## config.mk

```make
export PLATFORM = sky130hd
export DESIGN_NAME = iq_magnitude_phase_averager_unit
export DESIGN_NICKNAME = d
export VERILOG_FILES = /design/src/hdl/iqmpa_pkg.sv /design/src/hdl/iqmpa_sqrt.sv /design/src/hdl/iqmpa_cordic.sv /design/src/hdl/iqmpa_div.sv /design/src/hdl/iq_magnitude_phase_averager_unit.sv
export VERILOG_INCLUDE_DIRS = /design/src /design/src/hdl
export SDC_FILE = /design/constraint.sdc
export NUM_CORES = 2
export LEC_CHECK = 0
export ABC_AREA = 1
export BUFFER_PORTS_ARGS = -buffer_cell sky130_fd_sc_hd__buf_2
export CORE_MARGIN = 10
export CORE_UTILIZATION = 32
export DETAILED_ROUTE_END_ITERATION = 6
export GPL_ROUTABILITY_DRIVEN = 0
export SYNTH_ARGS = -nofsm -noshare
export SYNTH_HDL_FRONTEND = slang
export SYNTH_SLANG_ARGS = --single-unit
```

## constraint.sdc

```tcl
create_clock -name clk_i -period 17.5 [get_ports clk_i]
set_clock_uncertainty 0.15 [all_clocks]
set_input_delay 3.5 -clock clk_i [delete_from_list [all_inputs] [get_ports clk_i]]
set_output_delay 3.5 -clock clk_i [all_outputs]
set_load 0.02 [all_outputs]
```

## src/hdl/iq_magnitude_phase_averager_unit_defines.svh

```systemverilog
// Assertion macros shared by the magnitude and phase averager RTL.
`ifndef IQ_MAGNITUDE_PHASE_AVERAGER_UNIT_DEFINES_SVH
`define IQ_MAGNITUDE_PHASE_AVERAGER_UNIT_DEFINES_SVH
`ifndef SYNTHESIS
`define IQMPA_ASSERT(lbl, clk, rst_n, prop, msg) \
  lbl: assert property (@(posedge clk) disable iff (!rst_n) (prop)) else $error(msg);
`define IQMPA_ASSERT_IMP(lbl, clk, rst_n, ante, cons, msg) \
  lbl: assert property (@(posedge clk) disable iff (!rst_n) (ante) |-> (cons)) else $error(msg);
`define IQMPA_ASSERT_NEXT(lbl, clk, rst_n, ante, cons, msg) \
  lbl: assert property (@(posedge clk) disable iff (!rst_n) (ante) |=> (cons)) else $error(msg);
`else
`define IQMPA_ASSERT(lbl, clk, rst_n, prop, msg)
`define IQMPA_ASSERT_IMP(lbl, clk, rst_n, ante, cons, msg)
`define IQMPA_ASSERT_NEXT(lbl, clk, rst_n, ante, cons, msg)
`endif
`endif

```

## src/hdl/iqmpa_pkg.sv

```systemverilog
// Shared constants and the arctangent table of the magnitude and phase averager.
`timescale 1ns / 1ps
package iqmpa_pkg;

  localparam int IN_W            = 16;
  localparam int MAG_W           = 16;
  localparam int PHASE_W         = 15;
  localparam int MAX_BUNCHES_DEF = 1024;
  localparam int DEF_SUM_W       = IN_W + $clog2(MAX_BUNCHES_DEF);
  localparam int DEF_CNT_W       = $clog2(MAX_BUNCHES_DEF + 1);

  // Sum of two squares of 16-bit values and the digit-by-digit root of it.
  localparam int SQ_W            = 2 * IN_W;

  localparam int GUARD_SHIFT     = 30;
  localparam int CORDIC_STEPS    = 20;
  localparam int STEP_W          = $clog2(CORDIC_STEPS);
  // Angle accumulator in 1/65536 degree.
  localparam int Z_W             = 26;
  localparam int HALF_TURN_DEG   = 180;
  localparam int Z_PER_DEG       = 65536;
  localparam logic signed [Z_W-1:0] HALF_TURN_Z = Z_W'(HALF_TURN_DEG * Z_PER_DEG);
  localparam int ROUND_SHIFT     = 10;
  localparam int PHASE_LIMIT     = 11520;

  // atan(2^-step) in degrees, scaled by 65536 and rounded.
  function automatic logic signed [Z_W-1:0] atan_entry(input logic [STEP_W-1:0] step);
    logic signed [Z_W-1:0] v;
    case (step)
      STEP_W'(0):  v = Z_W'(2949120);
      STEP_W'(1):  v = Z_W'(1740967);
      STEP_W'(2):  v = Z_W'(919879);
      STEP_W'(3):  v = Z_W'(466945);
      STEP_W'(4):  v = Z_W'(234379);
      STEP_W'(5):  v = Z_W'(117304);
      STEP_W'(6):  v = Z_W'(58666);
      STEP_W'(7):  v = Z_W'(29335);
      STEP_W'(8):  v = Z_W'(14668);
      STEP_W'(9):  v = Z_W'(7334);
      STEP_W'(10): v = Z_W'(3667);
      STEP_W'(11): v = Z_W'(1833);
      STEP_W'(12): v = Z_W'(917);
      STEP_W'(13): v = Z_W'(458);
      STEP_W'(14): v = Z_W'(229);
      STEP_W'(15): v = Z_W'(115);
      STEP_W'(16): v = Z_W'(57);
      STEP_W'(17): v = Z_W'(29);
      STEP_W'(18): v = Z_W'(14);
      STEP_W'(19): v = Z_W'(7);
      default:     v = '0;
    endcase
    return v;
  endfunction

endpackage

```

## src/hdl/iqmpa_sqrt.sv

```systemverilog
// Iterative rounded square root of I*I + Q*Q, one result bit per cycle.
`timescale 1ns / 1ps
module iqmpa_sqrt (
  input  logic                                 clk_i,
  input  logic                                 rst_ni,
  input  logic                                 start_i,
  input  logic signed [iqmpa_pkg::IN_W-1:0]    i_i,
  input  logic signed [iqmpa_pkg::IN_W-1:0]    q_i,
  output logic                                 busy_o,
  output logic        [iqmpa_pkg::MAG_W-1:0]   mag_o
);

  localparam int SQ_W = iqmpa_pkg::SQ_W;

  localparam logic [1:0] ST_IDLE = 2'd0;
  localparam logic [1:0] ST_SUM  = 2'd1;
  localparam logic [1:0] ST_ITER = 2'd2;

  logic [1:0]             st_q, st_d;
  logic signed [SQ_W-1:0] prod_i, prod_q;
  logic [SQ_W-1:0]        sq_i_q, sq_q_q;
  logic [SQ_W-1:0]        rem_q, root_q, bit_q;
  logic [SQ_W:0]          trial;
  logic                   fits;

  assign prod_i = i_i * i_i;
  assign prod_q = q_i * q_i;
  assign trial  = {1'b0, root_q} + {1'b0, bit_q};
  assign fits   = {1'b0, rem_q} >= trial;

  always_comb begin
    st_d = st_q;
    case (st_q)
      ST_IDLE: if (start_i) begin
        st_d = ST_SUM;
      end
      ST_SUM:  st_d = ST_ITER;
      ST_ITER: if (bit_q[0]) begin
        st_d = ST_IDLE;
      end
      default: st_d = ST_IDLE;
    endcase
  end

  always_ff @(posedge clk_i or negedge rst_ni) begin
    if (!rst_ni) begin
      st_q <= ST_IDLE;
    end else begin
      st_q <= st_d;
    end
  end

  always_ff @(posedge clk_i) begin
    if (st_q == ST_IDLE && start_i) begin
      sq_i_q <= $unsigned(prod_i);
      sq_q_q <= $unsigned(prod_q);
    end
    if (st_q == ST_SUM) begin
      rem_q  <= sq_i_q + sq_q_q;
      root_q <= '0;
      bit_q  <= SQ_W'(1) << (SQ_W - 2);
    end
    if (st_q == ST_ITER) begin
      if (fits) begin
        rem_q  <= rem_q - trial[SQ_W-1:0];
        root_q <= (root_q >> 1) + bit_q;
      end else begin
        root_q <= root_q >> 1;
      end
      bit_q <= bit_q >> 2;
    end
  end

  // The remainder is n - r*r; the root rounds up when n > r*r + r.
  assign mag_o  = iqmpa_pkg::MAG_W'(root_q + SQ_W'(rem_q > root_q));
  assign busy_o = st_q != ST_IDLE;

endmodule

```

## src/hdl/iqmpa_cordic.sv

```systemverilog
// Iterative CORDIC vectoring unit that returns the phase in 1/64 degree.
`timescale 1ns / 1ps
module iqmpa_cordic #(
  parameter int OP_W = iqmpa_pkg::DEF_SUM_W + 1
) (
  input  logic                                  clk_i,
  input  logic                                  rst_ni,
  input  logic                                  start_i,
  input  logic signed [OP_W-1:0]                x_i,
  input  logic signed [OP_W-1:0]                y_i,
  output logic                                  busy_o,
  output logic signed [iqmpa_pkg::PHASE_W-1:0]  phase_o
);

  localparam int CW     = OP_W + iqmpa_pkg::GUARD_SHIFT + 2;
  localparam int Z_W    = iqmpa_pkg::Z_W;
  localparam int STEP_W = iqmpa_pkg::STEP_W;
  localparam logic [Z_W-1:0] HALF_LSB = Z_W'(1) << (iqmpa_pkg::ROUND_SHIFT - 1);

  logic                  run_q;
  logic [STEP_W-1:0]     step_q;
  logic signed [CW-1:0]  x_q, y_q, x_ext, y_ext, dx, dy;
  logic signed [Z_W-1:0] z_q;
  logic                  y_pos, y_neg, last_step;
  logic                  z_neg;
  logic [Z_W-1:0]        z_abs, z_rnd, z_lim;

  assign x_ext     = CW'(x_i) <<< iqmpa_pkg::GUARD_SHIFT;
  assign y_ext     = CW'(y_i) <<< iqmpa_pkg::GUARD_SHIFT;
  assign dx        = y_q >>> step_q;
  assign dy        = x_q >>> step_q;
  assign y_neg     = y_q[CW-1];
  assign y_pos     = !y_q[CW-1] && (y_q != '0);
  assign last_step = step_q == STEP_W'(iqmpa_pkg::CORDIC_STEPS - 1);

  always_ff @(posedge clk_i or negedge rst_ni) begin
    if (!rst_ni) begin
      run_q  <= 1'b0;
      step_q <= '0;
    end else if (!run_q && start_i) begin
      run_q  <= 1'b1;
      step_q <= '0;
    end else if (run_q) begin
      run_q  <= !last_step;
      step_q <= step_q + STEP_W'(1);
    end
  end

  always_ff @(posedge clk_i) begin
    if (!run_q && start_i) begin
      // Vectors in the left half plane are turned by half a turn first.
      if (x_i[OP_W-1]) begin
        x_q <= -x_ext;
        y_q <= -y_ext;
        z_q <= y_i[OP_W-1] ? -iqmpa_pkg::HALF_TURN_Z : iqmpa_pkg::HALF_TURN_Z;
      end else begin
        x_q <= x_ext;
        y_q <= y_ext;
        z_q <= '0;
      end
    end else if (run_q) begin
      if (y_pos) begin
        x_q <= x_q + dx;
        y_q <= y_q - dy;
        z_q <= z_q + iqmpa_pkg::atan_entry(step_q);
      end else if (y_neg) begin
        x_q <= x_q - dx;
        y_q <= y_q + dy;
        z_q <= z_q - iqmpa_pkg::atan_entry(step_q);
      end
    end
  end

  // Round to 1/64 degree with halves away from zero, then clamp.
  assign z_neg   = z_q[Z_W-1];
  assign z_abs   = z_neg ? $unsigned(-z_q) : $unsigned(z_q);
  assign z_rnd   = (z_abs + HALF_LSB) >> iqmpa_pkg::ROUND_SHIFT;
  assign z_lim   = (z_rnd > Z_W'(iqmpa_pkg::PHASE_LIMIT)) ? Z_W'(iqmpa_pkg::PHASE_LIMIT) : z_rnd;
  assign phase_o = z_neg ? -$signed(iqmpa_pkg::PHASE_W'(z_lim))
                         : $signed(iqmpa_pkg::PHASE_W'(z_lim));
  assign busy_o  = run_q;

endmodule

```

## src/hdl/iqmpa_div.sv

```systemverilog
// Restoring divider for the mean magnitude, one quotient bit per cycle.
`timescale 1ns / 1ps
module iqmpa_div #(
  parameter int NUM_W = iqmpa_pkg::DEF_SUM_W,
  parameter int DEN_W = iqmpa_pkg::DEF_CNT_W
) (
  input  logic                               clk_i,
  input  logic                               rst_ni,
  input  logic                               start_i,
  input  logic [NUM_W-1:0]                   num_i,
  input  logic [DEN_W-1:0]                   den_i,
  output logic                               busy_o,
  output logic [iqmpa_pkg::MAG_W-1:0]        quo_o
);

  localparam int ITER_W = $clog2(NUM_W + 1);

  logic [ITER_W-1:0] iter_q;
  logic [NUM_W-1:0]  num_q;
  logic [DEN_W-1:0]  den_q, rem_q;
  logic [DEN_W:0]    shifted;
  logic              take;

  // The dividend register fills with quotient bits from the bottom.
  assign shifted = {rem_q, num_q[NUM_W-1]};
  assign take    = shifted >= {1'b0, den_q};

  always_ff @(posedge clk_i or negedge rst_ni) begin
    if (!rst_ni) begin
      iter_q <= '0;
    end else if (iter_q == '0 && start_i) begin
      iter_q <= ITER_W'(NUM_W);
    end else if (iter_q != '0) begin
      iter_q <= iter_q - ITER_W'(1);
    end
  end

  always_ff @(posedge clk_i) begin
    if (iter_q == '0 && start_i) begin
      num_q <= num_i;
      den_q <= den_i;
      rem_q <= '0;
    end else if (iter_q != '0) begin
      rem_q <= take ? DEN_W'(shifted - {1'b0, den_q}) : shifted[DEN_W-1:0];
      num_q <= {num_q[NUM_W-2:0], take};
    end
  end

  assign quo_o  = num_q[iqmpa_pkg::MAG_W-1:0];
  assign busy_o = iter_q != '0;

endmodule

```

## src/hdl/iq_magnitude_phase_averager_unit.sv

```systemverilog
// Top level of the bunch magnitude and phase averager with its turn accumulators.
// An accepted transaction reaches out_valid_o once the square root and the 20-step CORDIC are done.
// On the last bunch of a turn the divider adds 16 + log2(MAX_BUNCHES) steps.
// A new transaction is accepted only after the previous result is loaded into the output register.
// The output register holds a result while the next transaction is already accepted.
// Reset clears the sums, the bunch count and the threshold at once; no clearing pass.
`timescale 1ns / 1ps
`include "iq_magnitude_phase_averager_unit_defines.svh"
module iq_magnitude_phase_averager_unit #(
  parameter int MAX_BUNCHES = iqmpa_pkg::MAX_BUNCHES_DEF
) (
  input  logic                                  clk_i,
  input  logic                                  rst_ni,
  input  logic                                  cfg_valid_i,
  output logic                                  cfg_ready_o,
  input  logic        [iqmpa_pkg::MAG_W-1:0]    cfg_magnitude_threshold_i,
  input  logic                                  in_valid_i,
  output logic                                  in_ready_o,
  input  logic signed [iqmpa_pkg::IN_W-1:0]     mean_i_i,
  input  logic signed [iqmpa_pkg::IN_W-1:0]     mean_q_i,
  input  logic                                  last_bunch_i,
  output logic                                  out_valid_o,
  input  logic                                  out_ready_i,
  output logic        [iqmpa_pkg::MAG_W-1:0]    magnitude_o,
  output logic signed [iqmpa_pkg::PHASE_W-1:0]  bunch_phase_o,
  output logic                                  above_threshold_o,
  output logic                                  end_of_turn_o,
  output logic        [iqmpa_pkg::MAG_W-1:0]    turn_magnitude_o,
  output logic signed [iqmpa_pkg::PHASE_W-1:0]  turn_phase_o
);

  localparam int IN_W    = iqmpa_pkg::IN_W;
  localparam int MAG_W   = iqmpa_pkg::MAG_W;
  localparam int PHASE_W = iqmpa_pkg::PHASE_W;
  localparam int CNT_W   = $clog2(MAX_BUNCHES + 1);
  localparam int SUM_W   = IN_W + $clog2(MAX_BUNCHES);
  localparam int OP_W    = SUM_W + 1;

  localparam logic [2:0] ST_IDLE    = 3'd0;
  localparam logic [2:0] ST_ITEM    = 3'd1;
  localparam logic [2:0] ST_MEAN_GO = 3'd2;
  localparam logic [2:0] ST_MEAN    = 3'd3;
  localparam logic [2:0] ST_DONE    = 3'd4;

  logic [2:0]              state_q, state_d;
  logic [MAG_W-1:0]        thr_q, thr_d;
  logic [SUM_W-1:0]        mag_sum_q, mag_sum_d;
  logic signed [SUM_W-1:0] i_sum_q, i_sum_d, q_sum_q, q_sum_d;
  logic [CNT_W-1:0]        cnt_q, cnt_d, cnt_inc;
  logic                    out_valid_q, out_valid_d;

  logic signed [IN_W-1:0]  item_i_q, item_q_q;
  logic                    last_q;
  logic [MAG_W-1:0]        mag_q, mmag_q, out_mag_q, out_mmag_q;
  logic signed [PHASE_W-1:0] ph_q, mph_q, out_ph_q, out_mph_q;
  logic                    above_q, end_q, out_above_q, out_end_q;

  logic                    in_accept, item_done, mean_done, load_out;
  logic                    above, turn_end;
  logic                    sqrt_busy, cordic_busy, div_busy, cordic_start;
  logic [MAG_W-1:0]        sqrt_mag, div_quo;
  logic signed [OP_W-1:0]  cordic_x, cordic_y;
  logic signed [PHASE_W-1:0] cordic_phase;

  assign in_ready_o  = state_q == ST_IDLE;
  assign in_accept   = in_valid_i && in_ready_o;
  assign cfg_ready_o = 1'b1;

  assign item_done = (state_q == ST_ITEM) && !sqrt_busy && !cordic_busy;
  assign mean_done = (state_q == ST_MEAN) && !div_busy && !cordic_busy;
  assign above     = sqrt_mag > thr_q;
  assign cnt_inc   = cnt_q + CNT_W'(1);
  // A full count ends the turn even without the last-bunch flag.
  assign turn_end  = last_q || (cnt_inc >= CNT_W'(MAX_BUNCHES));

  // The bunch phase uses the input ports at acceptance; the mean phase uses the sums.
  assign cordic_start = in_accept || (state_q == ST_MEAN_GO);
  assign cordic_x = (state_q == ST_IDLE) ? OP_W'(mean_q_i) : OP_W'(q_sum_q);
  assign cordic_y = (state_q == ST_IDLE) ? -OP_W'(mean_i_i) : -OP_W'(i_sum_q);

  iqmpa_sqrt u_sqrt (
    .clk_i   (clk_i),
    .rst_ni  (rst_ni),
    .start_i (in_accept),
    .i_i     (mean_i_i),
    .q_i     (mean_q_i),
    .busy_o  (sqrt_busy),
    .mag_o   (sqrt_mag)
  );

  iqmpa_cordic #(
    .OP_W (OP_W)
  ) u_cordic (
    .clk_i   (clk_i),
    .rst_ni  (rst_ni),
    .start_i (cordic_start),
    .x_i     (cordic_x),
    .y_i     (cordic_y),
    .busy_o  (cordic_busy),
    .phase_o (cordic_phase)
  );

  iqmpa_div #(
    .NUM_W (SUM_W),
    .DEN_W (CNT_W)
  ) u_div (
    .clk_i   (clk_i),
    .rst_ni  (rst_ni),
    .start_i (state_q == ST_MEAN_GO),
    .num_i   (mag_sum_q),
    .den_i   (cnt_q),
    .busy_o  (div_busy),
    .quo_o   (div_quo)
  );

  always_comb begin
    state_d     = state_q;
    thr_d       = cfg_valid_i ? cfg_magnitude_threshold_i : thr_q;
    mag_sum_d   = mag_sum_q;
    i_sum_d     = i_sum_q;
    q_sum_d     = q_sum_q;
    cnt_d       = cnt_q;
    out_valid_d = out_valid_q && !out_ready_i;
    load_out    = 1'b0;
    case (state_q)
      ST_IDLE: if (in_valid_i) begin
        state_d = ST_ITEM;
      end
      ST_ITEM: if (item_done) begin
        if (above) begin
          i_sum_d = i_sum_q + SUM_W'(item_i_q);
          q_sum_d = q_sum_q + SUM_W'(item_q_q);
        end
        mag_sum_d = mag_sum_q + SUM_W'(sqrt_mag);
        cnt_d     = cnt_inc;
        state_d   = turn_end ? ST_MEAN_GO : ST_DONE;
      end
      ST_MEAN_GO: begin
        // The divider and the CORDIC took their operands at this edge.
        mag_sum_d = '0;
        i_sum_d   = '0;
        q_sum_d   = '0;
        cnt_d     = '0;
        state_d   = ST_MEAN;
      end
      ST_MEAN: if (mean_done) begin
        state_d = ST_DONE;
      end
      ST_DONE: if (!out_valid_q || out_ready_i) begin
        load_out    = 1'b1;
        out_valid_d = 1'b1;
        state_d     = ST_IDLE;
      end
      default: state_d = ST_IDLE;
    endcase
  end

  always_ff @(posedge clk_i or negedge rst_ni) begin
    if (!rst_ni) begin
      state_q     <= ST_IDLE;
      thr_q       <= '0;
      mag_sum_q   <= '0;
      i_sum_q     <= '0;
      q_sum_q     <= '0;
      cnt_q       <= '0;
      out_valid_q <= 1'b0;
    end else begin
      state_q     <= state_d;
      thr_q       <= thr_d;
      mag_sum_q   <= mag_sum_d;
      i_sum_q     <= i_sum_d;
      q_sum_q     <= q_sum_d;
      cnt_q       <= cnt_d;
      out_valid_q <= out_valid_d;
    end
  end

  always_ff @(posedge clk_i) begin
    if (in_accept) begin
      item_i_q <= mean_i_i;
      item_q_q <= mean_q_i;
      last_q   <= last_bunch_i;
    end
    if (item_done) begin
      mag_q   <= sqrt_mag;
      above_q <= above;
      ph_q    <= above ? cordic_phase : '0;
      end_q   <= turn_end;
      mmag_q  <= '0;
      mph_q   <= '0;
    end
    if (mean_done) begin
      mmag_q <= div_quo;
      mph_q  <= cordic_phase;
    end
    if (load_out) begin
      out_mag_q   <= mag_q;
      out_ph_q    <= ph_q;
      out_above_q <= above_q;
      out_end_q   <= end_q;
      out_mmag_q  <= mmag_q;
      out_mph_q   <= mph_q;
    end
  end

  assign out_valid_o       = out_valid_q;
  assign magnitude_o       = out_mag_q;
  assign bunch_phase_o     = out_ph_q;
  assign above_threshold_o = out_above_q;
  assign end_of_turn_o     = out_end_q;
  assign turn_magnitude_o  = out_mmag_q;
  assign turn_phase_o      = out_mph_q;

  `IQMPA_ASSERT_NEXT(a_busy_after_accept, clk_i, rst_ni, in_valid_i && in_ready_o, !in_ready_o, "block still ready after accepting a transaction")
  `IQMPA_ASSERT_IMP(a_count_below_max, clk_i, rst_ni, state_q != ST_MEAN_GO, cnt_q < CNT_W'(MAX_BUNCHES), "bunch count reached the turn limit without ending the turn")
  `IQMPA_ASSERT_NEXT(a_turn_clears, clk_i, rst_ni, state_q == ST_MEAN_GO, cnt_q == '0 && mag_sum_q == '0 && i_sum_q == '0 && q_sum_q == '0, "turn accumulators not cleared")
  `IQMPA_ASSERT_IMP(a_mean_only_at_end, clk_i, rst_ni, out_valid_o && !end_of_turn_o, turn_magnitude_o == '0 && turn_phase_o == '0, "mean fields set outside the end of a turn")
  `IQMPA_ASSERT_IMP(a_phase_needs_above, clk_i, rst_ni, out_valid_o && !above_threshold_o, bunch_phase_o == '0, "bunch phase set below the threshold")

endmodule

```

### Word level (Yosys, flattened, before mapping)

Memory sizes are Yosys's and may differ from the RTL's.
Index checks and enable logic that the tools add are counted.

* register bits after elaboration: 619
* word-level logic and storage cells: 199
* ROM bits: 1408
* bits in writable memories: 0
* bits of input ports: 54
* memories: 2
* latch bits: 0

* order comparisons: 6
* shift operators: 2
* add/subtract/negate cells: 25
* eq/ne operators: 14
* multipliers: 2
* div/mod/pow operators: 0
* reductions and logical operators: 37
* bitwise logic cells: 0
* multiplexer cells: 72

Memories
* (no name shown): depth 32, width 22, rd ports 1, clocked after memory_dff 0, write ports 0, line iqmpa_pkg.sv:29 `case (step)`
* (no name shown): depth 32, width 22, rd ports 1, clocked after memory_dff 0, write ports 0, line iqmpa_pkg.sv:29

Operator list (count)
* $mux 59: 10
* $mux 26: 21
* $mux 32: 6
* $pmux 26 s2: 3
* $add 59x59->59: 2
* $neg 57->59: 2
* $sshr 59x5->59: 2
* $sub 59x59->59: 2
* $add 26x16->26: 3
* $mul 16x16->32: 2
* $mux 15: 4
* $reduce_bool 59->1: 1
* $mux 29: 2
* $mux 27: 2
* $add 32x31->33: 1
* $ge 32x33->1: 1
* $add 31x31->32: 1
* $add 32x32->32: 1
* $gt 32x32->1: 1
* $mux 16: 2
* $sub 32x32->32: 1
* $neg 16->27: 1
* $neg 26->27: 1
* $add 26x10->26 const B: 1
* other kinds (41): 85

### Depth between registers and ports, before layout

* depth after elaboration: 10
* depth in mapped cells: 43

### By module

Synthesis repeated with hierarchy kept, for this count alone.

* cells, all modules: 11813
* area total of the unflattened synthesis: 80878.8 um^2

By module, submodules not included
* iqmpa_sqrt: sequential area each 3983.8 um^2, area an instance 31849.3 um^2, cells each 4178, instances 1
* iqmpa_cordic: sequential area each 4474.3 um^2, area an instance 30384.1 um^2, cells each 5336, instances 1
* iq_magnitude_phase_averager_unit: sequential area each 7562.3 um^2, area an instance 15551.2 um^2, cells each 1919, instances 1
* iqmpa_div: sequential area each 1456.4 um^2, area an instance 3094.2 um^2, cells each 380, instances 1

### Worst setup path before layout

No wires, ideal clock.

* path kind: input to register
* start: input in_valid_i
* end: register u_cordic.x_q[0] (enable)
* required time: 16.620 ns
* stages on the path: 8
* setup time: 0.730 ns
* path slack: 3.346 ns
* buffers on the path: 2
* arrival: 13.273 ns
* cells stage by stage: inv_1 -> nor2_1 -> nor2_1 -> nor2_1 -> inv_1 -> clkbuf_1 -> buf_1 -> a31oi_1

* word-level cells in the longest chain between the ends: 5

RTL lines
* from (decl): line iq_magnitude_phase_averager_unit.sv:17 `input logic in_valid_i,`
* $logic_and 1x1->1 (*): line iq_magnitude_phase_averager_unit.sv:66 `assign in_accept = in_valid_i && in_ready_o;`
* via in_accept: line iq_magnitude_phase_averager_unit.sv:58 `logic in_accept, item_done, mean_done, load_out;`
* $logic_or 1x1->1 (*): line iq_magnitude_phase_averager_unit.sv:77 `assign cordic_start = in_accept || (state_q == ST_MEAN_GO);`
* $logic_and 1x1->1 (*): line iqmpa_cordic.sv:50 `if (!run_q && start_i) begin`
* $reduce_bool 3->1 (no source line) or $reduce_bool 2->1 (tied branches)
* $reduce_and 2->1 (no source line) (*)
* to (signal assigned): line iqmpa_cordic.sv:53 `x_q <= -x_ext;`
* to (signal assigned): line iqmpa_cordic.sv:57 `x_q <= x_ext;`
* to (signal assigned): line iqmpa_cordic.sv:63 `x_q <= x_q + dx;`
* to (decl): line iqmpa_cordic.sv:22 `logic signed [CW-1:0] x_q, y_q, x_ext, y_ext, dx, dy;`

The timed path passes the listed nets; every way through them passes the cells marked *.
A chain may end at the register's enable or synchronous reset.

### Worst setup path after layout

* start: input mean_i_i[15] (netlist bit)
* end: register u_sqrt.sq_i_q[31], data pin

* word-level cells in the longest chain between the ends: 1

RTL lines
* from (decl): line iq_magnitude_phase_averager_unit.sv:19 `input logic signed [iqmpa_pkg::IN_W-1:0] mean_i_i,`
* $mul 16x16->32: line iqmpa_sqrt.sv:26 `assign prod_i = i_i * i_i;`
* via u_sqrt.prod_i[31]: line iqmpa_sqrt.sv:20 `logic signed [SQ_W-1:0] prod_i, prod_q;`
* to (signal assigned): line iqmpa_sqrt.sv:55 `sq_i_q <= $unsigned(prod_i);`
* to (decl): line iqmpa_sqrt.sv:21 `logic [SQ_W-1:0] sq_i_q, sq_q_q;`

The timed path passes the listed nets, and every way through them passes these cells.

==> summary.md <==
| Metric | Value |
|---|---|
| Outcome | completed |
| CP Class | input port to flop |
| Worst path max stage delay | ~0.6 ns |
| First-pass GRT wire length | approximately 370 mm |
| Share of the synthesized area in the top cell type | around 18% |
| Total gr overflow | 0 |
| Top cells by area, synth | edfxtp_1 18%, fa_1 13%, nand2_1 12% |
| Required time of the worst setup path | around 18 ns |
| DRC | 0 |
| Setup violators final | 0 |
| Post-CTS setup buffers | 0 |
| Number of max-cap violations | 0 |
| Worst Hold Depth | 0 |
| Tmin final | approximately 9.6 ns |
| Area of the core | roughly 0.24 mm² |
| Post-Syn Nets | 11740 |
| RSZ-0062 raised after global routing | no |
| Clock sinks | 617 |
| Total negative slack | 0 ns |
| Die height | between 500 and 600 µm |
| Syn. warnings | 0 |
| Most common cell in the netlist | nand2_1 |
| Vias in the first global route | 65240 |
| Ports | roughly 120 |
| Crit. End Element | flop |
| H-tree levels | 3 |
| Hold-fix buffers, CTS | 0 |
| DR vias/cell | ~5 |
| Gate Count Post-Synth | between 10000 and 15000 |
| Number of synthesized flops with an enable pin | around 450 |
| Initial antenna violation count | 14 |
| Share of cells above drive strength 1 | under 10% |
| Max FO, Critical Path | 28 |
| Relative slew slack | 25.50% |
| Max frequency | between 100 and 150 MHz |
| Worst Max-Slew Pin Slew | 1.103 ns |
| CTS Buf Count | 78 |
| Post-synthesis sequential area ratio | between 20% and 30% |
| CP arrival | 9.88 ns |
| Synthesized area | roughly 0.076 mm² |
| Die X | about 500 µm |
| TritonRoute pass-1 iters | 6 |
| Hpwl dp | approximately 190 mm |
| Layout Nets | about 12000 |
| Number of synthesized register bits | between 600 and 700 |
| Crit-path most repeated cell | fa_1 |
| Max-slew violation count | 0 |
| List of most frequent post-synthesis cells | 2323 x nand2_1, 1955 x inv_1, 880 x o21ai_0, 840 x a21oi_1, 839 x nor2_1 |
| # port buffers | approximately 120 |
| Initial drt markers | 6106 |
| Routed WL | about 230 mm |
| Slowest CP cell | buf_2 |
| Period utilization | between 50% and 60% |
| Synth Flop Type | edfxtp_1 |
| Synth cell types | 75 |
| Total number of vias | 68280 |
| Initial Utilization | 32.12% |
| Synth area leader | edfxtp_1 |
| CTS tree | yes |
| Pin count of the biggest net entering global routing | roughly 110 |
| WL per Instance | 16.94 µm |
| GRT Util Overall | between 10% and 20% |
| Layout overhead on the synthesized area | 8.441% |
| Critical Path Source Type | input port |
| CTS max path bufs | 3 |
| Root Buffer Master | clkbuf_16 |
| Die area | between 0.2 and 0.3 mm² |
| Clock latency on the worst-skew pair | between 0.7 and 0.8 ns |
| Post-cts sizing count | 0 |
| Post-synth ARST share | 19.77% |
| Syn Area/Cell | a little over 7 µm² |
| Hold Fails Final Rpt | 0 |
| Worst-case reg-to-reg path depth | 30 |
| Clock transition at the registers of the reported paths | 0.06 ns |
| HP Class | flop to flop |
| Cell row count | 178 |
| Post-DRT Antenna Nets | 0 |
==> through the flow <==
stage	util, %	setup slack, ns	instance area, µm²	hold slack, ns	cells
3_5_place_dp	33.64	7.229	79130	0.2545	13560
6_report	34.84	7.928	81930	0.2622	13710
4_1_cts	34.83	7.978	81920	0.2611	13710
5_1_grt	34.84	7.541	81930	0.2730	13710
2_1_floorplan	-	3.346	75550	0.2503	10590
3_3_place_gp	33.64	7.356	79130	0.2514	13560
==> area by class of cell <==
class | instances | area (µm²)
flip-flops and latches | 617 | 17490
inverters | 1983 | 7448
well taps | 3150 | 3941
fillers | 25330 | 153300
diodes | 3 | 7.507
clock buffers | 101 | 2128
repair buffers | 168 | 969.7
multi-input cells | 7643 | 49280
clock inverters | 44 | 668.1
==> metal layers <==
metal  vias up  share of wire (%)  GRT usage [%]
li1      34010                  -              -
met4        14                3.1          5.468
met2      2138                 44          27.85
met1     31770                 46          24.79
met5         -              0.049              0
met3       348                6.6          2.277
==> registers in the layout, indices dropped and copies added (netlist names), 31 cells and up <==
register / flops
u_sqrt.sq_i_q: 31
u_sqrt.sq_q_q: 31
u_sqrt.root_q: 32
u_cordic.x_q: 59
u_cordic.y_q: 59
u_sqrt.rem_q: 32
==> worst max-delay path: cells and delay by family <==
| family | cells | cell delay (ns) |
|---|---|---|
| compound gates | 6 | 1.21 |
| simple gates | 6 | 0.74 |
| fa+ha+maj | 7 | 2.89 |
| xor+xnor | 2 | 0.24 |
| buf+inv | 4 | 1.26 |
==> cells in the final DEF (no fill, tap or decap), types with 44 or more instances in the layout <==
master,instances
nand2_1,2321
inv_1,1952
o21ai_0,879
a21oi_1,840
nor2_1,833
ha_1,622
fa_1,477
edfxtp_1,451
nand3_1,367
xor2_1,256
buf_2,118
dfrtp_1,117
nor3_1,114
xnor2_1,107
nand4_1,80
o21ai_1,78
clkbuf_16,78
a31oi_1,76
o21a_1,57
or2_2,55
buf_4,49
dfxtp_1,44
==> logic make-up (layout without fill, tap and decap cells) <==
logic type	Yosys count	in the layout	synth area share, %
flops	617	617	23.13
other cells	1	4	0.004963
compound gates	2241	2241	16.29
simple gates	3903	3903	21.19
xor+xnor	363	363	4.208
fa+ha+maj	1100	1100	22.96
buf+inv	2330	2296	11.75
mux	35	35	0.4670
==> worst paths after layout <==
path	from	slack [ns]	end
worst max-delay path	mean_i_i[15]	7.93	u_sqrt.sq_i_q[31]
worst min-delay path	above_q	0.26	above_threshold_o
worst max register to register	u_cordic.step_q[1]	9.60	u_cordic.x_q[50]
worst min register to register	above_q	0.26	above_threshold_o
max in group asynchronous	rst_ni	13.10	q_sum_q[25]
min in group asynchronous	rst_ni	2.65	thr_q[14]
Power is not shown: default switching activity piles up to over one toggle a cycle in this logic, so the estimate is an artifact.
